**src/ftfi_pkg.sv**
```systemverilog
// ----------------------------------------------------------------------------
// ftfi_pkg
// Shared types and constants for the floppy track format image generator.
// ----------------------------------------------------------------------------
package ftfi_pkg;

  // configuration port
  localparam int CFG_IDX_W  = 3;
  localparam int CFG_DATA_W = 16;

  localparam logic [CFG_IDX_W-1:0] CFG_SECTORS    = 3'd0;
  localparam logic [CFG_IDX_W-1:0] CFG_TRACK      = 3'd1;
  localparam logic [CFG_IDX_W-1:0] CFG_SIDE       = 3'd2;
  localparam logic [CFG_IDX_W-1:0] CFG_INTERLEAVE = 3'd3;
  localparam logic [CFG_IDX_W-1:0] CFG_FILL       = 3'd4;
  localparam logic [CFG_IDX_W-1:0] CFG_HD_CAPABLE = 3'd5;

  // request opcodes
  localparam logic OP_BEGIN = 1'b0;
  localparam logic OP_EMIT  = 1'b1;

  // status codes
  localparam logic ST_OK    = 1'b0;
  localparam logic ST_ERROR = 1'b1;

  // track geometry
  localparam int SECTOR_BYTES = 512;
  localparam int DISK_RECORD  = SECTOR_BYTES + 102;
  localparam int REGION_W     = 14;
  localparam int GAP_W        = 18;

  localparam logic [REGION_W-1:0] LEAD_IN_DD = 14'd60;
  localparam logic [REGION_W-1:0] LEAD_IN_HD = 14'd120;
  localparam logic [REGION_W-1:0] LEN_GAP2  = 14'd12;
  localparam logic [REGION_W-1:0] LEN_ID    = 14'd9;
  localparam logic [REGION_W-1:0] LEN_GAP3  = 14'd34;
  localparam logic [REGION_W-1:0] LEN_DHEAD = 14'd4;
  localparam logic [REGION_W-1:0] LEN_DATA  = REGION_W'(SECTOR_BYTES);
  localparam logic [REGION_W-1:0] LEN_TAIL  = 14'd41;

  // track size less leader
  localparam logic signed [GAP_W-1:0] GAP_BASE_DD = GAP_W'(6250 - 60);
  localparam logic signed [GAP_W-1:0] GAP_BASE_HD = GAP_W'(12500 - 120);
  localparam logic signed [GAP_W-1:0] GAP_RECORD  = GAP_W'(DISK_RECORD);

  // positions inside regions
  localparam logic [REGION_W-1:0] ID_MARK_IDX   = 14'd3;
  localparam logic [REGION_W-1:0] ID_TRACK_IDX  = 14'd4;
  localparam logic [REGION_W-1:0] ID_SIDE_IDX   = 14'd5;
  localparam logic [REGION_W-1:0] ID_SECTOR_IDX = 14'd6;
  localparam logic [REGION_W-1:0] ID_SIZE_IDX   = 14'd7;
  localparam logic [REGION_W-1:0] SYNC_COUNT    = 14'd3;
  localparam logic [REGION_W-1:0] GAP3_4E_COUNT = 14'd22;

  // track bytes
  localparam logic [7:0] B_GAP   = 8'h4E;
  localparam logic [7:0] B_ZERO  = 8'h00;
  localparam logic [7:0] B_SYNC  = 8'hF5;
  localparam logic [7:0] B_IDAM  = 8'hFE;
  localparam logic [7:0] B_DAM   = 8'hFB;
  localparam logic [7:0] B_CRC   = 8'hF7;
  localparam logic [7:0] B_SIZE  = 8'h02;

  typedef enum logic [3:0] {
    PH_IDLE   = 4'd0,
    PH_LEADER = 4'd1,
    PH_GAP2   = 4'd2,
    PH_ID     = 4'd3,
    PH_GAP3   = 4'd4,
    PH_DHEAD  = 4'd5,
    PH_DATA   = 4'd6,
    PH_TAIL   = 4'd7,
    PH_GAP5   = 4'd8
  } phase_t;

  typedef enum logic [2:0] {
    SEQ_IDLE,
    SEQ_MOD,
    SEQ_GAP,
    SEQ_SEEK,
    SEQ_OUT
  } seq_state_t;

endpackage

```
**src/ftfi_req_if.sv**
```systemverilog
// ----------------------------------------------------------------------------
// ftfi_req_if
// Request channel: opcode and skew sector number.
// ----------------------------------------------------------------------------
interface ftfi_req_if;
  logic       valid;
  logic       ready;
  logic       opcode;
  logic [7:0] skew_sector;

  modport source (output valid, output opcode, output skew_sector, input ready);
  modport sink   (input valid, input opcode, input skew_sector, output ready);
endinterface

```
**src/ftfi_rsp_if.sv**
```systemverilog
// ----------------------------------------------------------------------------
// ftfi_rsp_if
// Result channel: status, track byte and end-of-image flag.
// ----------------------------------------------------------------------------
interface ftfi_rsp_if;
  logic       valid;
  logic       ready;
  logic       status;
  logic [7:0] data_byte;
  logic       last_byte;

  modport source (output valid, output status, output data_byte, output last_byte,
                  input ready);
  modport sink   (input valid, input status, input data_byte, input last_byte,
                  output ready);
endinterface

```
**src/floppy_track_format_image.sv**
```systemverilog
// ----------------------------------------------------------------------------
// floppy_track_format_image
// Builds the raw write-track image of one floppy track, one byte per request.
// ----------------------------------------------------------------------------
//
//  channel  dir  handshake     payload
//  req      in   valid/ready   opcode, skew_sector
//  rsp      out  valid/ready   status, data_byte, last_byte
//  cfg      in   cfg_we        cfg_index, cfg_data
//
//  One request at a time: req.ready is high only when no result is pending.
//  Emit: the request is accepted, then the result sits in the output register;
//  the sector byte of an ID field adds a slot search outside skew mode.
//  Begin: remainder steps (not in skew mode), then the final gap is worked
//  out, all on the one shared subtractor.
//  Reset is synchronous; a stalled rsp holds the block until taken.
//
module floppy_track_format_image #(
  parameter int MAX_SECTORS = 20
) (
  input  logic                             clk,
  input  logic                             rst,
  input  logic                             cfg_we,
  input  logic [ftfi_pkg::CFG_IDX_W-1:0]   cfg_index,
  input  logic [ftfi_pkg::CFG_DATA_W-1:0]  cfg_data,
  ftfi_req_if.sink                         req,
  ftfi_rsp_if.source                       rsp
);
  import ftfi_pkg::*;

  localparam int MASK_IDX_W = (MAX_SECTORS > 1) ? $clog2(MAX_SECTORS) : 1;

  // configuration registers
  logic [4:0]         cfg_spt;
  logic [7:0]         cfg_track;
  logic               cfg_side;
  logic signed [7:0]  cfg_ilv;
  logic [15:0]        cfg_fill;
  logic               cfg_hd;

  // sequencer and track state
  seq_state_t               seq, seq_next;
  phase_t                   phase, phase_next;
  logic [REGION_W-1:0]      region_count, region_count_next;
  logic [4:0]               record_index, record_index_next;
  logic [5:0]               sector_offset, sector_offset_next;
  logic [MAX_SECTORS-1:0]   used_mask, used_mask_next;
  logic [4:0]               eff_ilv, eff_ilv_next;
  logic                     track_is_hd, track_is_hd_next;
  logic [4:0]               latched_spt, latched_spt_next;
  logic [REGION_W-1:0]      gap5_len, gap5_len_next;
  logic [4:0]               rem, rem_next;
  logic [4:0]               step_cnt, step_cnt_next;
  logic signed [GAP_W-1:0]  gap_acc, gap_acc_next;
  logic [5:0]               cand, cand_next;
  logic                     out_status, out_status_next;
  logic [7:0]               out_byte, out_byte_next;
  logic                     out_last, out_last_next;

  // shared subtractor
  logic signed [GAP_W-1:0]  alu_a, alu_b, alu_y;
  assign alu_y = alu_a - alu_b;

  // byte-position advance
  phase_t               adv_phase;
  logic [REGION_W-1:0]  adv_rc;
  logic [4:0]           adv_ri;
  logic                 adv_last;
  logic [REGION_W:0]    rc_inc;
  logic [REGION_W-1:0]  reg_len;
  logic [4:0]           ri_inc;
  logic [7:0]           cur_byte;

  logic                 sc_dd, sc_hd;
  logic [5:0]           trial;
  logic [MASK_IDX_W-1:0] cand_idx;

  assign sc_dd = (cfg_spt >= 5'd1) && (cfg_spt <= 5'd10);
  assign sc_hd = cfg_hd && (cfg_spt >= 5'd13) && ({1'b0, cfg_spt} <= 6'(MAX_SECTORS));
  assign trial = {rem, cfg_ilv[step_cnt[2:0]]};
  assign cand_idx = cand[MASK_IDX_W-1:0];

  // configuration writes
  always_ff @(posedge clk) begin
    if (rst) begin
      cfg_spt   <= 5'd9;
      cfg_track <= 8'd0;
      cfg_side  <= 1'b0;
      cfg_ilv   <= 8'sd1;
      cfg_fill  <= 16'd58853;
      cfg_hd    <= 1'b0;
    end else if (cfg_we) begin
      unique case (cfg_index)
        CFG_SECTORS:    cfg_spt   <= cfg_data[4:0];
        CFG_TRACK:      cfg_track <= cfg_data[7:0];
        CFG_SIDE:       cfg_side  <= cfg_data[0];
        CFG_INTERLEAVE: cfg_ilv   <= cfg_data[7:0];
        CFG_FILL:       cfg_fill  <= cfg_data;
        CFG_HD_CAPABLE: cfg_hd    <= cfg_data[0];
        default: ;
      endcase
    end
  end

  // length of the current region and the position after one byte
  always_comb begin
    unique case (phase)
      PH_LEADER: reg_len = track_is_hd ? LEAD_IN_HD : LEAD_IN_DD;
      PH_GAP2:   reg_len = LEN_GAP2;
      PH_ID:     reg_len = LEN_ID;
      PH_GAP3:   reg_len = LEN_GAP3;
      PH_DHEAD:  reg_len = LEN_DHEAD;
      PH_DATA:   reg_len = LEN_DATA;
      PH_TAIL:   reg_len = LEN_TAIL;
      PH_GAP5:   reg_len = gap5_len;
      default:   reg_len = '0;
    endcase
  end

  always_comb begin
    rc_inc    = {1'b0, region_count} + 1'b1;
    ri_inc    = record_index + 5'd1;
    adv_phase = phase;
    adv_rc    = rc_inc[REGION_W-1:0];
    adv_ri    = record_index;
    adv_last  = 1'b0;
    if (rc_inc >= {1'b0, reg_len}) begin
      adv_rc = '0;
      unique case (phase)
        PH_LEADER: adv_phase = PH_GAP2;
        PH_GAP2:   adv_phase = PH_ID;
        PH_ID:     adv_phase = PH_GAP3;
        PH_GAP3:   adv_phase = PH_DHEAD;
        PH_DHEAD:  adv_phase = PH_DATA;
        PH_DATA:   adv_phase = PH_TAIL;
        PH_TAIL: begin
          adv_ri = ri_inc;
          if (ri_inc < latched_spt) adv_phase = PH_GAP2;
          else if (gap5_len != '0) adv_phase = PH_GAP5;
          else adv_phase = PH_IDLE;
        end
        default:   adv_phase = PH_IDLE;
      endcase
      adv_last = (adv_phase == PH_IDLE);
    end
  end

  // track byte at the current position (sector byte handled apart)
  always_comb begin
    unique case (phase)
      PH_ID: begin
        priority if (region_count < ID_MARK_IDX) cur_byte = B_SYNC;
        else if (region_count == ID_MARK_IDX)    cur_byte = B_IDAM;
        else if (region_count == ID_TRACK_IDX)   cur_byte = cfg_track;
        else if (region_count == ID_SIDE_IDX)    cur_byte = {7'd0, cfg_side};
        else if (region_count == ID_SECTOR_IDX)  cur_byte = req.skew_sector;
        else if (region_count == ID_SIZE_IDX)    cur_byte = B_SIZE;
        else                                     cur_byte = B_CRC;
      end
      PH_GAP2:  cur_byte = B_ZERO;
      PH_GAP3:  cur_byte = (region_count < GAP3_4E_COUNT) ? B_GAP : B_ZERO;
      PH_DHEAD: cur_byte = (region_count < SYNC_COUNT) ? B_SYNC : B_DAM;
      PH_DATA:  cur_byte = region_count[0] ? cfg_fill[7:0] : cfg_fill[15:8];
      PH_TAIL:  cur_byte = (region_count == '0) ? B_CRC : B_GAP;
      default:  cur_byte = B_GAP;
    endcase
  end

  // sequencer
  always_ff @(posedge clk) begin
    if (rst) begin
      seq           <= SEQ_IDLE;
      phase         <= PH_IDLE;
      region_count  <= '0;
      record_index  <= '0;
      sector_offset <= '0;
      used_mask     <= '0;
      eff_ilv       <= 5'd1;
      track_is_hd   <= 1'b0;
      latched_spt   <= 5'd9;
      gap5_len      <= '0;
      step_cnt      <= '0;
    end else begin
      seq           <= seq_next;
      phase         <= phase_next;
      region_count  <= region_count_next;
      record_index  <= record_index_next;
      sector_offset <= sector_offset_next;
      used_mask     <= used_mask_next;
      eff_ilv       <= eff_ilv_next;
      track_is_hd   <= track_is_hd_next;
      latched_spt   <= latched_spt_next;
      gap5_len      <= gap5_len_next;
      step_cnt      <= step_cnt_next;
    end
  end

  always_ff @(posedge clk) begin
    rem        <= rem_next;
    gap_acc    <= gap_acc_next;
    cand       <= cand_next;
    out_status <= out_status_next;
    out_byte   <= out_byte_next;
    out_last   <= out_last_next;
  end

  always_comb begin
    seq_next           = seq;
    phase_next         = phase;
    region_count_next  = region_count;
    record_index_next  = record_index;
    sector_offset_next = sector_offset;
    used_mask_next     = used_mask;
    eff_ilv_next       = eff_ilv;
    track_is_hd_next   = track_is_hd;
    latched_spt_next   = latched_spt;
    gap5_len_next      = gap5_len;
    rem_next           = rem;
    step_cnt_next      = step_cnt;
    gap_acc_next       = gap_acc;
    cand_next          = cand;
    out_status_next    = out_status;
    out_byte_next      = out_byte;
    out_last_next      = out_last;
    alu_a              = '0;
    alu_b              = '0;
    req.ready          = (seq == SEQ_IDLE);
    rsp.valid          = (seq == SEQ_OUT);

    unique case (seq)
      SEQ_IDLE: begin
        if (req.valid) begin
          out_status_next = ST_OK;
          out_byte_next   = B_ZERO;
          out_last_next   = 1'b0;
          if (req.opcode == OP_BEGIN) begin
            if (sc_dd || sc_hd) begin
              latched_spt_next   = cfg_spt;
              track_is_hd_next   = !sc_dd;
              phase_next         = PH_LEADER;
              region_count_next  = '0;
              record_index_next  = '0;
              sector_offset_next = '0;
              used_mask_next     = '0;
              gap_acc_next       = sc_dd ? GAP_BASE_DD : GAP_BASE_HD;
              if (cfg_ilv[7]) begin
                eff_ilv_next  = '0;
                step_cnt_next = cfg_spt;
                seq_next      = SEQ_GAP;
              end else begin
                rem_next      = '0;
                step_cnt_next = 5'd6;
                seq_next      = SEQ_MOD;
              end
            end else begin
              phase_next      = PH_IDLE;
              out_status_next = ST_ERROR;
              seq_next        = SEQ_OUT;
            end
          end else if (phase == PH_IDLE) begin
            out_status_next = ST_ERROR;
            seq_next        = SEQ_OUT;
          end else if (phase == PH_ID && region_count == ID_SECTOR_IDX && eff_ilv != '0) begin
            cand_next = (record_index == '0) ? 6'd0 : ({1'b0, sector_offset[4:0]}
                                                       + {1'b0, eff_ilv});
            seq_next  = SEQ_SEEK;
          end else begin
            out_byte_next     = cur_byte;
            out_last_next     = adv_last;
            phase_next        = adv_phase;
            region_count_next = adv_rc;
            record_index_next = adv_ri;
            seq_next          = SEQ_OUT;
          end
        end
      end

      // interleave mod sector count, one bit per step
      SEQ_MOD: begin
        alu_a = GAP_W'(trial);
        alu_b = GAP_W'(latched_spt);
        rem_next = alu_y[GAP_W-1] ? trial[4:0] : alu_y[4:0];
        step_cnt_next = step_cnt - 5'd1;
        if (step_cnt == '0) begin
          eff_ilv_next  = (rem_next == '0) ? 5'd1 : rem_next;
          step_cnt_next = latched_spt;
          seq_next      = SEQ_GAP;
        end
      end

      // final gap: base less one disk record per sector, floored at zero
      SEQ_GAP: begin
        if (step_cnt == '0) begin
          gap5_len_next = (gap_acc > 0) ? gap_acc[REGION_W-1:0] : '0;
          seq_next      = SEQ_OUT;
        end else begin
          alu_a         = gap_acc;
          alu_b         = GAP_RECORD;
          gap_acc_next  = alu_y;
          step_cnt_next = step_cnt - 5'd1;
        end
      end

      // free slot search: wrap, else skip a used slot, else take it
      SEQ_SEEK: begin
        priority if (cand >= {1'b0, latched_spt}) begin
          alu_a     = GAP_W'(cand);
          alu_b     = GAP_W'(latched_spt);
          cand_next = alu_y[5:0];
        end else if (used_mask[cand_idx]) begin
          alu_a     = GAP_W'(cand);
          alu_b     = -GAP_W'(1);
          cand_next = alu_y[5:0];
        end else begin
          used_mask_next     = used_mask | ({{(MAX_SECTORS-1){1'b0}}, 1'b1} << cand_idx);
          sector_offset_next = cand;
          out_byte_next      = {2'b00, cand} + 8'd1;
          out_last_next      = adv_last;
          phase_next         = adv_phase;
          region_count_next  = adv_rc;
          record_index_next  = adv_ri;
          seq_next           = SEQ_OUT;
        end
      end

      SEQ_OUT: begin
        if (rsp.ready) seq_next = SEQ_IDLE;
      end

      default: seq_next = SEQ_IDLE;
    endcase
  end

  assign rsp.status    = out_status;
  assign rsp.data_byte = out_byte;
  assign rsp.last_byte = out_last;

`ifndef SYNTH
  a_one_side: assert property (@(posedge clk) disable iff (rst)
    !(req.ready && rsp.valid))
    else $error("request taken while a result is pending");

  a_last_idle: assert property (@(posedge clk) disable iff (rst)
    (rsp.valid && rsp.last_byte) |-> (phase == PH_IDLE && rsp.status == ST_OK))
    else $error("last byte shown while the image is still running");

  a_seek_mode: assert property (@(posedge clk) disable iff (rst)
    (seq == SEQ_SEEK) |-> (eff_ilv != '0 && phase == PH_ID))
    else $error("slot search outside an interleaved ID field");

  a_idle_emit: assert property (@(posedge clk) disable iff (rst)
    (req.valid && req.ready && req.opcode == OP_EMIT && phase == PH_IDLE)
      |=> (rsp.valid && rsp.status == ST_ERROR))
    else $error("emit with no image did not report an error");
`endif

endmodule

```
**src/flat_wrapper.sv**
```systemverilog
// flat-port wrapper written by rule: the top's interface ports become plain ports
module floppy_track_format_image_flat import ftfi_pkg::*;
#(
  parameter int MAX_SECTORS = 20
)
  (clk, rst, cfg_we, cfg_index, cfg_data, req_valid, req_opcode, req_skew_sector, req_ready, rsp_valid, rsp_status, rsp_data_byte, rsp_last_byte, rsp_ready);
  ftfi_req_if req_i ();
  ftfi_rsp_if rsp_i ();
  input  logic clk;
  input  logic rst;
  input  logic cfg_we;
  input  logic [ftfi_pkg::CFG_IDX_W-1:0] cfg_index;
  input  logic [ftfi_pkg::CFG_DATA_W-1:0] cfg_data;
  input wire logic [$bits(req_i.valid)-1:0] req_valid;
  input wire logic [$bits(req_i.opcode)-1:0] req_opcode;
  input wire logic [$bits(req_i.skew_sector)-1:0] req_skew_sector;
  output wire logic [$bits(req_i.ready)-1:0] req_ready;
  output wire logic [$bits(rsp_i.valid)-1:0] rsp_valid;
  output wire logic [$bits(rsp_i.status)-1:0] rsp_status;
  output wire logic [$bits(rsp_i.data_byte)-1:0] rsp_data_byte;
  output wire logic [$bits(rsp_i.last_byte)-1:0] rsp_last_byte;
  input wire logic [$bits(rsp_i.ready)-1:0] rsp_ready;
  assign req_i.valid = req_valid;
  assign req_i.opcode = req_opcode;
  assign req_i.skew_sector = req_skew_sector;
  assign req_ready = req_i.ready;
  assign rsp_valid = rsp_i.valid;
  assign rsp_status = rsp_i.status;
  assign rsp_data_byte = rsp_i.data_byte;
  assign rsp_last_byte = rsp_i.last_byte;
  assign rsp_i.ready = rsp_ready;
  floppy_track_format_image #(.MAX_SECTORS(MAX_SECTORS)) u_core (.clk(clk), .rst(rst), .cfg_we(cfg_we), .cfg_index(cfg_index), .cfg_data(cfg_data), .req(req_i), .rsp(rsp_i));
endmodule
```
**config.mk**
```make
export PLATFORM = sky130hd
export DESIGN_NAME = floppy_track_format_image_flat
export DESIGN_NICKNAME = d
export VERILOG_FILES = /design/src/ftfi_pkg.sv /design/src/ftfi_req_if.sv /design/src/ftfi_rsp_if.sv /design/src/floppy_track_format_image.sv /design/src/flat_wrapper.sv
export SDC_FILE = /design/constraint.sdc
export NUM_CORES = 1
export LEC_CHECK = 0
export ABC_AREA = 1
export BUFFER_PORTS_ARGS = -buffer_cell sky130_fd_sc_hd__buf_2
export CAP_MARGIN = 40
export CORE_UTILIZATION = 55
export DETAILED_ROUTE_END_ITERATION = 7
export GPL_TIMING_DRIVEN = 0
export PLACE_DENSITY_LB_ADDON = 0.1
export SYNTH_ARGS = -nofsm -noshare
export SYNTH_HDL_FRONTEND = slang
export SYNTH_SLANG_ARGS = --single-unit
```
**constraint.sdc**
```tcl
create_clock -name clk -period 7.19 [get_ports clk]
set_clock_uncertainty 0.15 [all_clocks]
set_input_delay 1.438 -clock clk [delete_from_list [all_inputs] [get_ports clk]]
set_output_delay 1.438 -clock clk [all_outputs]
set_load 0.005 [all_outputs]
```
**Word level (Yosys, flattened, before mapping)**

Cells that the tools add are included.

- Order comparisons: 12
- Add/sub/neg operators: 6
- Reductions and logical operators: 40
- Bitwise operators: 2
- Muxes and demuxes: 134
- Shift-type cells: 1
- Equal/unequal tests: 40

Operators by type and width:

| kind | number |
|---|---|
| 2-to-1 mux 5 bit | 31 |
| 2-to-1 mux 14 bit | 10 |
| 2-to-1 mux 18 bit | 7 |
| 2-to-1 mux 8 bit | 14 |
| one-hot mux 14 bit (8 select lines) | 1 |
| one-hot mux 18 bit (3 select lines) | 2 |
| 2-to-1 mux 20 bit | 5 |
| == test 14 x 3 -> 1 bit, second input constant | 4 |
| 2-to-1 mux 6 bit | 9 |
| one-hot mux 8 bit (6 select lines) | 1 |
| 2-to-1 mux 4 bit | 11 |
| one-hot mux 20 bit (2 select lines) | 1 |
| one-hot mux 5 bit (2 select lines) | 4 |
| one-hot mux 18 bit (2 select lines) | 1 |
| 2-to-1 mux 3 bit | 10 |
| AND reduction 6 bit | 5 |
| one-hot mux 14 bit (2 select lines) | 1 |
| one-hot mux 4 bit (7 select lines) | 1 |
| bitwise OR 20 bit | 1 |
| left shift 1 x 5 -> 20 bit, first input constant | 1 |
| greater-than comparator 18 x 1 -> 1 bit, second input constant | 1 |
| subtractor 18 bit | 1 |
| == test 4 x 3 -> 1 bit, second input constant | 4 |
| != test 2 bit, second input constant | 8 |
| other kinds (55) | 101 |

- Output and inout port bits: 12
- Flip-flop bits (word level): 159

**Depth between registers and ports, before layout**

Gate-level depths: netlist of the first run.

- Depth in word-level cells: 13
- Mapped depth: 31
- Gate-level depth less buffers: 30

**Worst setup path after synthesis of the first run**

No wires, ideal clock.

- Path type: register -> register
- From: reg u_core.cand[1]
- To: reg u_core.gap_acc[14] (data pin)
- Arrival time: 3.432 ns
- Library setup time: 0.253 ns
- Period minus slack after synthesis: 3.835 ns
- Setup slack: 3.355 ns
- Required time: 6.787 ns
- Stages on the path, launching flop included: 26
- Cell sequence: edfxtp_1 > ha_1 > inv_1 > nor2_1 > o21ai_0 > nand3_1 > nor2_4 > nand2_4 > nand2_4 > inv_2 > o21ai_0 > o21ai_0 > ha_1 > fa_1 > nor2_1 > nand2_1 > nand2_1 > nand4_1 > o211ai_1 > nand2_1 > nand2_1 > a21oi_1 > o21ai_0 > a21boi_0 > nor2_1 > nor2_1

- Longest elaborated chain between the ends: 8
- Elaborated cells on any way between the ends: 12
- Classes of those cells: add/sub: 1; order compare: 1; mux: 10

RTL lines:

| element | RTL line | source |
|---|---|---|
| start: declaration | floppy_track_format_image.sv:55 | `logic [5:0] cand, cand_next;` |
| start signal: assignment | floppy_track_format_image.sv:201 | `cand <= cand_next;` |
| binary-select mux 1 bit (select 5 bit) | floppy_track_format_image.sv:310 | `end else if (used_mask[cand_idx]) begin` |
| 2-to-1 mux 1 bit (implied by the code) | floppy_track_format_image.sv:310 |  |
| 2-to-1 mux 6 bit or 2-to-1 mux 18 bit (tied branches) | floppy_track_format_image.sv:310 |  |
| 2-to-1 mux 6 bit or 2-to-1 mux 18 bit (tied branches) | floppy_track_format_image.sv:306 | `priority if (cand >= {1'b0, latched_spt}) begin` |
| one-hot mux 18 bit (3 select lines) | floppy_track_format_image.sv:230 | `unique case (seq)` |
| subtractor 18 bit (*) | floppy_track_format_image.sv:62 | `assign alu_y = alu_a - alu_b;` |
| 2-to-1 mux 18 bit (*) | floppy_track_format_image.sv:293 | `if (step_cnt == '0) begin` |
| one-hot mux 18 bit (2 select lines) (*) | floppy_track_format_image.sv:230 |  |
| end signal: assignment | floppy_track_format_image.sv:200 | `gap_acc <= gap_acc_next;` |
| end: declaration | floppy_track_format_image.sv:54 | `logic signed [GAP_W-1:0] gap_acc, gap_acc_next;` |

Every way passes the cells marked *; elsewhere a longest branch is shown, timed or not. The select of a mux whose other input is x is not followed.
A chain may end at the register's enable or synchronous reset.

**Final worst setup path of the first run**

- From: reg u_core.cand[1]
- To: reg u_core.gap_acc[15] (data pin)

Same word-level chain as after synthesis.

==> results.py, run 1 <==
metrics = {
    "outcome": {
        "run_status": "finished, final reports clean",
    },
    "power": {
        "power_density_mw_per_mm2": 399,
        "fin_total_pwr_mw": 4.38,
        "ir_worst_vdd_mv": 0.292,
        "power_leakage_nw": 4.91,
    },
    "cells_and_area": {
        "design.final.nets": 1565,
        "final_cell_area_mm2": 0.0110,
        "syn_to_final_growth_pct": 11.2,
        "insertedDiodeCount": 0,
        "finish.utilization_pct": 63.0,
        "post_route_cells_drive_above_1_share_pct": 7.88,
        "area_taken_by_multi_input_logic_gates_mm2": 0.00547,
        "count_of_placed_standard_cells_in_the_final_layout_fillers_left_out": 1709,
        "fillers": 1647,
        "regArea_mm2": 0.00357,
    },
    "route": {
        "postRouteAntennaNets": 0,
        "route.detailed.vias_per_inst": 5.75,
        "routed-via-count": 9827,
        "detailedRoute.firstIterationViolations": 977,
        "drc_violations_left": 0,
        "detail_route.first_pass.iterations": 7,
        "drt-total-wl_um": 28600,
        "avgRoutedWirePerCell_um": 16.8,
    },
    "yosys": {
        "synthFlopType": "sky130_fd_sc_hd__dfxtp_1",
        "compound_cell_area_share_of_the_yosys_netlist_pct": 18.3,
        "synth_area_leader_cell": "sky130_fd_sc_hd__dfxtp_1",
        "synth_seq_area_share_pct": 36.2,
        "postSynthRegisterBits": 159,
        "syn_area_mm2": 0.00987,
        "yosysTopAreaCellShare_pct": 24.3,
        "synth_edf_count": 39,
        "synth_mux_area_share_pct": 0,
        "synth_commonest_cells": "sky130_fd_sc_hd__nand2_1, sky130_fd_sc_hd__nor2_1, sky130_fd_sc_hd__inv_1",
        "post-synth-top-count-cell": "sky130_fd_sc_hd__nand2_1",
        "synthesis.instances": 1406,
        "synth_simple_gate_area_share_pct": 27.1,
        "synth_async_sr_flop_share_pct": 0,
        "synth_warnings": 0,
        "post_syn_area_per_cell_um2": 7.02,
        "synth_area_leaders": "sky130_fd_sc_hd__dfxtp_1, sky130_fd_sc_hd__edfxtp_1, sky130_fd_sc_hd__nand2_1, sky130_fd_sc_hd__ha_1, sky130_fd_sc_hd__a21oi_1",
        "yosysUniqueCellTypes": 56,
        "syn-num-nets": 1500,
        "synth_top_family_by_area": "simple AND/OR/NAND/NOR gates",
        "post_synth_xor_area_fraction_pct": 2.04,
        "synth_fa_ha_area_share_pct": 7.88,
    },
    "grt": {
        "global_route_usage_sum_pct": 31.6,
        "grt_first_pass_wirelength_um": 44600,
        "grt_remaining_overflow": 0,
        "grt_max_degree": 19,
        "via_count_of_the_first_global_routing_pass": 8591,
        "antenna_violations_before_repair": 0,
    },
    "setup_path": {
        "critical_path_peak_fanout": 13,
        "critPathMaxStageDelay_ns": 0.57,
        "cpMaxStageDelayCell": "sky130_fd_sc_hd__edfxtp_1",
        "path_class": "register to register",
        "cp.required_ns": 7.33,
        "critical-path-top-delay-family": "compound AO/OA/AOI/OAI gates",
        "critical_path.cell_chain": "ha_1 > inv_1 > nor2_1 > o21ai_0 > nand3_1 > nor2_4 > nand4_1 > nand2_1 > nor2_1 > ha_1 > a21oi_1 > o21ai_0 > a21oi_1 > o21bai_1 > a21oi_1 > o21bai_1 > a21boi_0 > o21ai_0 > a21oi_1",
        "crit_path_frequent_cell": "sky130_fd_sc_hd__a21oi_1",
        "worstSetupStartpointType": "register",
        "worst-path-buf-inv": 1,
        "critical_path_arrival_ns": 5.00,
        "setup.worst_path.end_class": "register",
    },
    "run": {
        "cap_viol_max_count": 0,
    },
    "worst_hold_path": {
        "min-delay-path-class": "register to register",
    },
    "floorplanning": {
        "num_io_pins": 45,
        "die_y_um": 136,
        "floorplan.die_area_mm2": 0.0185,
        "die-width_um": 136,
        "core-area_mm2": 0.0174,
        "starting_utilization_of_the_core_area_pct": 56.7,
        "placementRows": 48,
    },
    "place": {
        "port-buffer-count": 43,
        "gpl_wtd_cong": 0.968,
        "placed_cell_area_mm2": 0.0104,
        "place_ws_ns": 2.48,
        "dp_hpwl_um": 22200,
        "numPlacedInstances": 1677,
    },
    "timing": {
        "slew_viol_final": 0,
        "max_freq_ghz": 0.206,
        "setup-tns-final_ns": 0,
        "min_period_ns": 4.86,
        "max_slew_margin_pct": 37.4,
        "post-route-worst-setup-slack_ns": 2.33,
        "timing.final.crit_share_pct": 67.6,
        "final-hold-violation-count": 0,
        "setup_viol_count_final": 0,
        "rsz0062_at_grt": "false",
        "hold-worst-slack_ns": 0.300,
        "worstMarginPinSlew_ns": 0.915,
    },
    "clock_network": {
        "cts_resized": 0,
        "root_buffer": "sky130_fd_sc_hd__clkbuf_16",
        "cts-buffers-inserted": 17,
        "numClockSinks": 159,
        "post_cts_buffers": 0,
        "clkLatencyLatePin_ns": 0.44,
        "ctsLongestPathBuffers": 2,
        "path_clk_slew_ns": 0.07,
        "post_cts_hold_buffer_count": 0,
        "ctsHtreeMaxLevel": 4,
        "tritoncts": "yes",
    },
}
## cells in the final DEF (no fill, tap or decap), types with 26 or more instances in the layout
cell type                    n
sky130_fd_sc_hd__nand2_1   282
sky130_fd_sc_hd__nor2_1    170
sky130_fd_sc_hd__inv_1     165
sky130_fd_sc_hd__a21oi_1   142
sky130_fd_sc_hd__o21ai_0   123
sky130_fd_sc_hd__dfxtp_1   120
sky130_fd_sc_hd__nand3_1    79
sky130_fd_sc_hd__ha_1       59
sky130_fd_sc_hd__buf_2      50
sky130_fd_sc_hd__edfxtp_1   39
sky130_fd_sc_hd__clkbuf_1   31
sky130_fd_sc_hd__nor3_1     26
## report_power, final
part	total, mW	internal, mW	switching [mW]
Sequential	1.31	1.15	0.159
Combinational	2.17	0.702	1.47
Clock	0.901	0.466	0.436
Total	4.38	2.31	2.07
## worst register-to-register path, cell delays in order, from the launching register on
cell                       delay [ns]
sky130_fd_sc_hd__edfxtp_1        0.57
sky130_fd_sc_hd__ha_1            0.38
sky130_fd_sc_hd__inv_1           0.06
sky130_fd_sc_hd__nor2_1          0.03
sky130_fd_sc_hd__o21ai_0         0.17
sky130_fd_sc_hd__nand3_1         0.15
sky130_fd_sc_hd__nor2_4          0.19
sky130_fd_sc_hd__nand4_1         0.57
sky130_fd_sc_hd__nand2_1         0.34
sky130_fd_sc_hd__nor2_1          0.07
sky130_fd_sc_hd__ha_1            0.33
sky130_fd_sc_hd__a21oi_1         0.22
sky130_fd_sc_hd__o21ai_0         0.14
sky130_fd_sc_hd__a21oi_1         0.23
sky130_fd_sc_hd__o21bai_1        0.14
sky130_fd_sc_hd__a21oi_1         0.29
sky130_fd_sc_hd__o21bai_1        0.15
sky130_fd_sc_hd__a21boi_0        0.29
sky130_fd_sc_hd__o21ai_0         0.12
sky130_fd_sc_hd__a21oi_1         0.15
## area by class of cell
type                            instances  share of cell area [%]
Multi-Input combinational cell       1032                    49.8
Sequential cell                       159                    32.5
Inverter                              172                    5.88
Clock buffer                           17                    3.87
Tap cell                              225                    2.56
Timing Repair Buffer                   46                    2.18
Buffer                                 43                    1.75
Clock inverter                         15                    1.40
## sequential cells by signal, indices dropped and copies added, names as in the netlist, 4 cells and up
| name | cells |
|---|---|
| u_core.cfg_spt | 5 |
| u_core.cfg_fill | 16 |
| u_core.cand | 6 |
| u_core.record_index | 5 |
| u_core.rsp.data_byte | 8 |
| u_core.used_mask | 20 |
| u_core.phase | 4 |
| u_core.sector_offset | 5 |
| u_core.gap_acc | 18 |
| u_core.cfg_ilv | 8 |
| u_core.region_count | 14 |
| u_core.cfg_track | 8 |
| u_core.gap5_len | 14 |
| u_core.eff_ilv | 5 |
| u_core.latched_spt | 5 |
| u_core.rem | 5 |
| u_core.step_cnt | 5 |
## per-layer routing
| layer | up-vias | share of wire (%) | global-route usage, % |
|---|---|---|---|
| met3 | 39 | 7.7 | 5.52 |
| met2 | 393 | 45 | 49.5 |
| met1 | 4534 | 46 | 44.6 |
| met5 | - | 0 | 0 |
| li1 | 4861 | - | - |
| met4 | 0 | 1.7 | 8.46 |
## worst paths after layout
check                       startpoint              endpoint  slack, ns  depth (start not counted)
setup / recovery        u_core.cand[1]    u_core.gap_acc[15]       2.33                         19
setup reg to reg        u_core.cand[1]    u_core.gap_acc[15]       2.33                         19
hold reg to reg   u_core.used_mask[19]  u_core.used_mask[19]       0.30                          2
hold / removal    u_core.used_mask[19]  u_core.used_mask[19]       0.30                          2
## kinds of logic after synthesis
group / after synthesis
AO/OA/AOI/OAI: 329
XOR/XNOR: 23
adder cells (fa/ha/maj): 61
buffers and inverters: 215
flip-flops: 159
AND/OR/NAND/NOR: 619
No activity file was read; power rests on OpenSTA's default activity.
==> run 2, diff against run 1 <==
- clock period: 7.19 -> 4.87 ns (I/O delays scaled with it)
==> run 2 against run 1 <==
Against the previous run: via count down 0.36%; critical path depth increased by 7; cell count increased by 0.29%; clock-buffer cell count is the same; die area stayed put; sequential cell count unchanged; combinational power is 49% higher; non-clock buffer count is 5 higher; first-iteration DRC count rose by 3.2%; cell area grew 0.39%; largest power group unchanged.
==> results.py, run 2 (synthesis results as in run 1) <==
metrics = {
    "setup_path": {
        "critical_path_peak_fanout": 12,
        "cpMaxStageDelayCell": "sky130_fd_sc_hd__edfxtp_1",
        "setup.worst_path.end_class": "register",
        "critical-path-top-delay-family": "simple AND/OR/NAND/NOR gates",
        "path_class": "register to register",
        "r2r_setup_slack_ns": 0.41,
        "critPathMaxStageDelay_ns": 0.48,
        "worstSetupStartpointType": "register",
        "worst_reg2reg_path_startpoint": "u_core.cand[0]",
        "critical_path_arrival_ns": 4.51,
        "startpoint": "u_core.cand[0]",
        "cp.required_ns": 4.92,
        "worst-path-buf-inv": 3,
    },
    "floorplanning": {
        "placementRows": 48,
        "die_y_um": 136,
        "die-width_um": 136,
        "floorplan.die_area_mm2": 0.0185,
        "num_io_pins": 45,
        "core-area_mm2": 0.0174,
        "starting_utilization_of_the_core_area_pct": 56.7,
    },
    "power": {
        "share_of_power_burned_in_registers_pct": 29.7,
        "power_leakage_nw": 4.93,
        "p_comb_share_pct": 49.8,
        "share_clk_of_total_power_pct": 20.5,
        "fin_total_pwr_mw": 6.49,
        "intPower_mw": 3.43,
        "sw_frac_of_total_pct": 47.2,
        "ir_worst_vdd_mv": 0.437,
        "power_density_mw_per_mm2": 589,
        "power_switching_mw": 3.06,
    },
    "cells_and_area": {
        "design.final.nets": 1570,
        "final_cell_area_mm2": 0.0110,
        "regMostFlops": "u_core.used_mask",
        "syn_to_final_growth_pct": 11.6,
        "post_route_cells_drive_above_1_share_pct": 8.19,
        "layout_commonest_cell": "sky130_fd_sc_hd__nand2_1",
        "largest_register_ff_count": 20,
        "reg_top3": "u_core.used_mask (20), u_core.gap_acc (18), u_core.cfg_fill (16)",
        "leading_cell_types_in_the_layout_fill_and_taps_excluded": "sky130_fd_sc_hd__nand2_1, sky130_fd_sc_hd__nor2_1, sky130_fd_sc_hd__inv_1",
        "insertedDiodeCount": 0,
        "fillers": 1637,
    },
    "grt": {
        "via_count_of_the_first_global_routing_pass": 8591,
        "antenna_violations_before_repair": 0,
        "grt_first_pass_wirelength_um": 44600,
        "grt_remaining_overflow": 0,
        "global_route_usage_sum_pct": 31.6,
        "grt_max_degree": 19,
    },
    "route": {
        "detail_route.first_pass.iterations": 8,
        "routed-via-count": 9792,
        "postRouteAntennaNets": 0,
        "route.detailed.vias_per_inst": 5.71,
        "detailedRoute.firstIterationViolations": 1008,
        "avgRoutedWirePerCell_um": 16.7,
        "drt-total-wl_um": 28700,
        "drc_violations_left": 0,
    },
    "clock_network": {
        "root_buffer": "sky130_fd_sc_hd__clkbuf_16",
        "tritoncts": "yes",
        "path_clk_slew_ns": 0.07,
        "numClockSinks": 159,
        "cts-buffers-inserted": 17,
        "ctsLongestPathBuffers": 2,
        "ctsHtreeMaxLevel": 4,
        "clkLatencyLatePin_ns": 0.44,
    },
    "timing": {
        "slew_viol_final": 0,
        "final-hold-violation-count": 0,
        "max_freq_ghz": 0.224,
        "setup_viol_count_final": 0,
        "rsz0062_at_grt": "false",
        "worstMarginPinSlew_ns": 1.01,
        "max_slew_margin_pct": 31.0,
        "timing.final.crit_share_pct": 91.6,
        "min_period_ns": 4.46,
        "hold-worst-slack_ns": 0.305,
        "setup-tns-final_ns": 0,
    },
    "place": {
        "dp_hpwl_um": 22200,
        "placed_cell_area_mm2": 0.0104,
        "port-buffer-count": 43,
        "gpl_wtd_cong": 0.968,
    },
    "outcome": {
        "run_status": "finished, final reports clean",
    },
    "run": {
        "cap_viol_max_count": 0,
    },
    "worst_hold_path": {
        "min-delay-path-class": "register to register",
        "worstHoldStart": "u_core.used_mask[15]",
    },
}
==> run 2: cell count changes in the layout (fill, tap and decap cells not counted), sizes merged <==
cell / previous run / this run
buf: 57 / 62
==> run 2: metrics by stage <==
| step | setup slack, ns | utilization, % | std cells |
|---|---|---|---|
| 6_report | 0.411 | 63.3 | 1714 |
| 5_1_grt | 0.0560 | 63.3 | 1714 |
| 4_1_cts | 0.139 | 63.0 | 1709 |
| 3_5_place_dp | 0.160 | 59.7 | 1677 |
| 3_3_place_gp | 0.154 | 59.5 | 1674 |
| 2_1_floorplan | 1.04 | - | 1406 |
==> run 2: area by class of cell <==
| cell class | count | area, um2 | area share [%] |
|---|---|---|---|
| tap | 225 | 282 | 2.55 |
| inverter | 172 | 646 | 5.86 |
| buffer | 43 | 193 | 1.75 |
| timing repair buffer | 51 | 277 | 2.51 |
| clock inverter | 15 | 154 | 1.40 |
| sequential | 159 | 3570 | 32.4 |
| multi-input combinational | 1032 | 5470 | 49.7 |
| clock buffer | 17 | 425 | 3.86 |
==> run 2: repair_timing <==
item | CTS | global route
hold buffers | 0 | 0
setup endpoints to repair | 0 | 17
resized for setup | 0 | 2
endpoints found under the hold margin | 0 | 0
setup buffers | 0 | 5
==> run 2: power groups by stage <==
stage          Combinational [mW]  Clock (mW)  Sequential [mW]
5_1_grt                      3.61        1.39             1.95
3_5_place_dp                 3.13           0             1.94
3_3_place_gp                 3.08           0             1.95
4_1_cts                      3.15        1.35             1.92
6_report                     3.23        1.33             1.92
2_1_floorplan                2.32           0             1.87
==> run 2: final timing paths <==
kind	to	cells after the start
max reg2reg	u_core.gap_acc[14]	26
max	u_core.gap_acc[14]	26
min reg2reg	u_core.used_mask[15]	2
min	u_core.used_mask[15]	2
==> run 2: per-layer routing <==
metal | track usage [%] | up-vias | wire length [um]
met5 | 0 | - | 0
met4 | 8.46 | 0 | 414
met3 | 5.52 | 34 | 2230
met2 | 49.5 | 372 | 12900
met1 | 44.6 | 4519 | 13100
li1 | - | 4867 | -
==> run 2: tightest hold or removal path, stage by stage, from the launching register on <==
cell and delay [ns]:
sky130_fd_sc_hd__dfxtp_1 0.31, sky130_fd_sc_hd__inv_1 0.05, sky130_fd_sc_hd__a21oi_1 0.05
==> run 3, diff against run 2 <==
- ABC_AREA: 1 -> unset
- clock period: 4.87 -> 4.4 ns (I/O delays scaled with it)
==> run 3 against run 2 <==
Against the previous run: the run now ends with setup timing left; combinational power decreased by 43%; cell count shrank 13%; sequential cell count did not move; setup slack worse by 0.46 ns; synthesized cell count shrank 18%; synthesized area is 1.3% lower; highest routed layer unchanged.
==> results.py, run 3 <==
metrics = {
    "outcome": {
        "run_status": "finished with violations",
        "violations": "setup timing",
    },
    "grt": {
        "antenna_violations_before_repair": 0,
        "grt_first_pass_wirelength_um": 44900,
        "via_count_of_the_first_global_routing_pass": 8420,
        "grt_remaining_overflow": 0,
        "global_route_usage_sum_pct": 32.2,
        "grt_max_degree": 18,
    },
    "floorplanning": {
        "core-area_mm2": 0.0173,
        "placementRows": 48,
        "starting_utilization_of_the_core_area_pct": 56.4,
        "num_io_pins": 45,
        "die_y_um": 135,
        "floorplan.die_area_mm2": 0.0183,
        "die-width_um": 135,
    },
    "setup_path": {
        "critical_path_arrival_ns": 4.62,
        "cp.required_ns": 4.57,
        "worst_r2r_endpoint": "u_core.eff_ilv[0]",
        "worst_reg2reg_path_startpoint": "u_core.cand[0]",
        "rr_worst_depth": 16,
        "path_class": "register to register",
        "critical_path_peak_fanout": 6,
        "worstSetupStartpointType": "register",
        "setup.worst_path.end_class": "register",
        "r2r_setup_slack_ns": -0.05,
    },
    "timing": {
        "rsz0062_at_grt": "true",
        "post-route-worst-setup-slack_ns": -0.0498,
        "max_slew_margin_pct": 37.4,
        "min_period_ns": 4.45,
        "worstMarginPinSlew_ns": 0.927,
        "final-hold-violation-count": 0,
        "setup-tns-final_ns": -0.150,
        "setup_viol_count_final": 6,
        "timing.final.crit_share_pct": 101,
        "hold-worst-slack_ns": 0.305,
        "max_freq_ghz": 0.225,
        "slew_viol_final": 0,
    },
    "clock_network": {
        "root_buffer": "sky130_fd_sc_hd__clkbuf_16",
        "cts-buffers-inserted": 17,
        "tritoncts": "yes",
        "ctsHtreeMaxLevel": 4,
        "path_clk_slew_ns": 0.07,
        "post_cts_hold_buffer_count": 0,
        "ctsLongestPathBuffers": 2,
        "clkLatencyLatePin_ns": 0.44,
        "numClockSinks": 159,
    },
    "route": {
        "postRouteAntennaNets": 0,
        "detailedRoute.firstIterationViolations": 1009,
        "routed-via-count": 9149,
        "drt-total-wl_um": 29000,
        "avgRoutedWirePerCell_um": 19.4,
        "drc_violations_left": 0,
        "route.detailed.vias_per_inst": 6.12,
        "detail_route.first_pass.iterations": 5,
    },
    "yosys": {
        "post_syn_area_per_cell_um2": 8.42,
        "synth_area_leaders": "sky130_fd_sc_hd__dfxtp_1, sky130_fd_sc_hd__edfxtp_1, sky130_fd_sc_hd__ha_1, sky130_fd_sc_hd__nor2_1, sky130_fd_sc_hd__a21oi_1",
        "synthFlopType": "sky130_fd_sc_hd__dfxtp_1",
        "syn-num-nets": 1252,
        "synth_async_sr_flop_share_pct": 0,
        "syn_area_mm2": 0.00975,
        "synth_warnings": 0,
        "synth_edf_count": 39,
        "yosysTopAreaCellShare_pct": 24.6,
        "synth_commonest_cells": "sky130_fd_sc_hd__nor2_1, sky130_fd_sc_hd__dfxtp_1, sky130_fd_sc_hd__nand2_1",
        "yosysUniqueCellTypes": 73,
        "synth_seq_area_share_pct": 36.7,
        "post-synth-top-count-cell": "sky130_fd_sc_hd__nor2_1",
        "synthesis.instances": 1158,
        "postSynthRegisterBits": 159,
        "synth_area_leader_cell": "sky130_fd_sc_hd__dfxtp_1",
    },
    "place": {
        "placed_cell_area_mm2": 0.0103,
        "port-buffer-count": 44,
        "dp_hpwl_um": 21100,
        "place_ws_ns": -0.830,
        "gpl_wtd_cong": 0.989,
    },
    "cells_and_area": {
        "syn_to_final_growth_pct": 17.4,
        "regMostFlops": "u_core.used_mask",
        "final_cell_area_mm2": 0.0114,
        "design.final.nets": 1351,
        "layout_commonest_cell": "sky130_fd_sc_hd__nor2_1",
        "fillers": 1467,
        "largest_register_ff_count": 20,
        "leading_cell_types_in_the_layout_fill_and_taps_excluded": "sky130_fd_sc_hd__nor2_1, sky130_fd_sc_hd__dfxtp_1, sky130_fd_sc_hd__nand2_1",
        "reg_top3": "u_core.used_mask (20), u_core.gap_acc (18), u_core.cfg_fill (16)",
        "post_route_cells_drive_above_1_share_pct": 15.0,
        "insertedDiodeCount": 0,
    },
    "power": {
        "fin_total_pwr_mw": 5.11,
        "power_density_mw_per_mm2": 446,
        "power_leakage_nw": 4.41,
        "ir_worst_vdd_mv": 0.307,
    },
    "worst_hold_path": {
        "min-delay-path-class": "register to register",
        "worstHoldStart": "u_core.cfg_ilv[3]",
        "holdPathEnd": "u_core.cfg_ilv[3]",
        "whs_path_depth": 2,
    },
    "run": {
        "cap_viol_max_count": 0,
    },
}
==> run 3: cell count changes after synthesis, moves of 17 or more <==
cell,before,now
sky130_fd_sc_hd__a22oi_1,3,22
sky130_fd_sc_hd__o21ai_0,123,44
sky130_fd_sc_hd__and3_1,1,18
sky130_fd_sc_hd__nand2_1,282,104
sky130_fd_sc_hd__a21oi_1,142,92
sky130_fd_sc_hd__mux2i_1,0,37
sky130_fd_sc_hd__clkbuf_1,31,51
sky130_fd_sc_hd__nand3_1,79,26
sky130_fd_sc_hd__nor2b_1,0,28
sky130_fd_sc_hd__inv_1,165,48
==> run 3: worst max-delay path by stage <==
stage | from | endpoint | slack, ns | cells past startpoint
after floorplan | u_core.cand[0] | u_core.eff_ilv[0] | 0.01 | 15
after global placement | u_core.cand[0] | u_core.eff_ilv[0] | -0.81 | 18
after detailed placement | u_core.cand[0] | u_core.eff_ilv[0] | -0.83 | 18
after CTS | u_core.latched_spt[4] | u_core.rem[4] | 0.005 | 18
after global routing | u_core.cand[0] | u_core.rem[4] | -0.18 | 17
final | u_core.cand[0] | u_core.eff_ilv[0] | -0.05 | 16
==> run 3: report_power, final <==
group	internal, mW	switching (mW)
Combinational	0.792	1.06
Sequential	1.61	0.0898
Clock	0.860	0.698
==> run 3: metal layers <==
layer | up-vias | part of all wire [%] | global-route usage, % | wire length, um
met5 | - | 0 | 0 | 0
met4 | 0 | 3.3 | 12.7 | 949
met3 | 63 | 7.2 | 4.99 | 2090
met2 | 369 | 45 | 50.2 | 13100
met1 | 4327 | 44 | 44.7 | 12800
li1 | 4390 | - | - | -
==> run 3: critical path, cell delays in order, from the launching register on <==
cell,delay (ns)
sky130_fd_sc_hd__edfxtp_1,0.43
sky130_fd_sc_hd__mux4_2,0.53
sky130_fd_sc_hd__a22o_1,0.25
sky130_fd_sc_hd__a41oi_4,0.25
sky130_fd_sc_hd__a31oi_4,0.19
sky130_fd_sc_hd__a222oi_1,0.38
sky130_fd_sc_hd__inv_1,0.15
sky130_fd_sc_hd__ha_4,0.32
sky130_fd_sc_hd__o211a_1,0.19
sky130_fd_sc_hd__o31ai_4,0.09
sky130_fd_sc_hd__a21boi_2,0.20
sky130_fd_sc_hd__o21ai_2,0.08
sky130_fd_sc_hd__a21oi_2,0.21
sky130_fd_sc_hd__xnor2_2,0.13
sky130_fd_sc_hd__buf_4,0.16
sky130_fd_sc_hd__mux2_4,0.33
sky130_fd_sc_hd__a221o_1,0.29
==> run 3: through the flow <==
step                util [%]  std cells
floorplan                  -       1158
global placement        59.5       1427
detailed placement      59.8       1433
CTS                     64.7       1483
global route            66.2       1495
finish                  66.2       1495
==> run 3: cell type report <==
type                       instances  area (um2)  area share (%)
multi-input combinational        890        6030            52.7
sequential                       159        3580            31.3
timing repair buffer              82         497            4.34
clock buffer                      19         464            4.06
tap                              225         282            2.46
buffer                            59         241            2.11
inverter                          48         190            1.66
clock inverter                    13         161            1.41
==> run 3: logic make-up after synthesis <==
| logic type | after synthesis | synth area share (%) |
|---|---|---|
| muxes | 45 | 5.30 |
| and+or+nand+nor | 454 | 22.4 |
| buffers and inverters | 109 | 4.26 |
| DFF | 159 | 36.7 |
| adders and majority gates | 61 | 7.98 |
| AOI/OAI and AO/OA | 288 | 19.5 |
| xor gates and xnor gates | 42 | 3.85 |
==> run 3: what timing repair did <==
item | CTS | global route
pin swaps | 14 | 14
setup buffers | 19 | 12
setup endpoints to repair | 17 | 14
gates resized for setup | 27 | 33
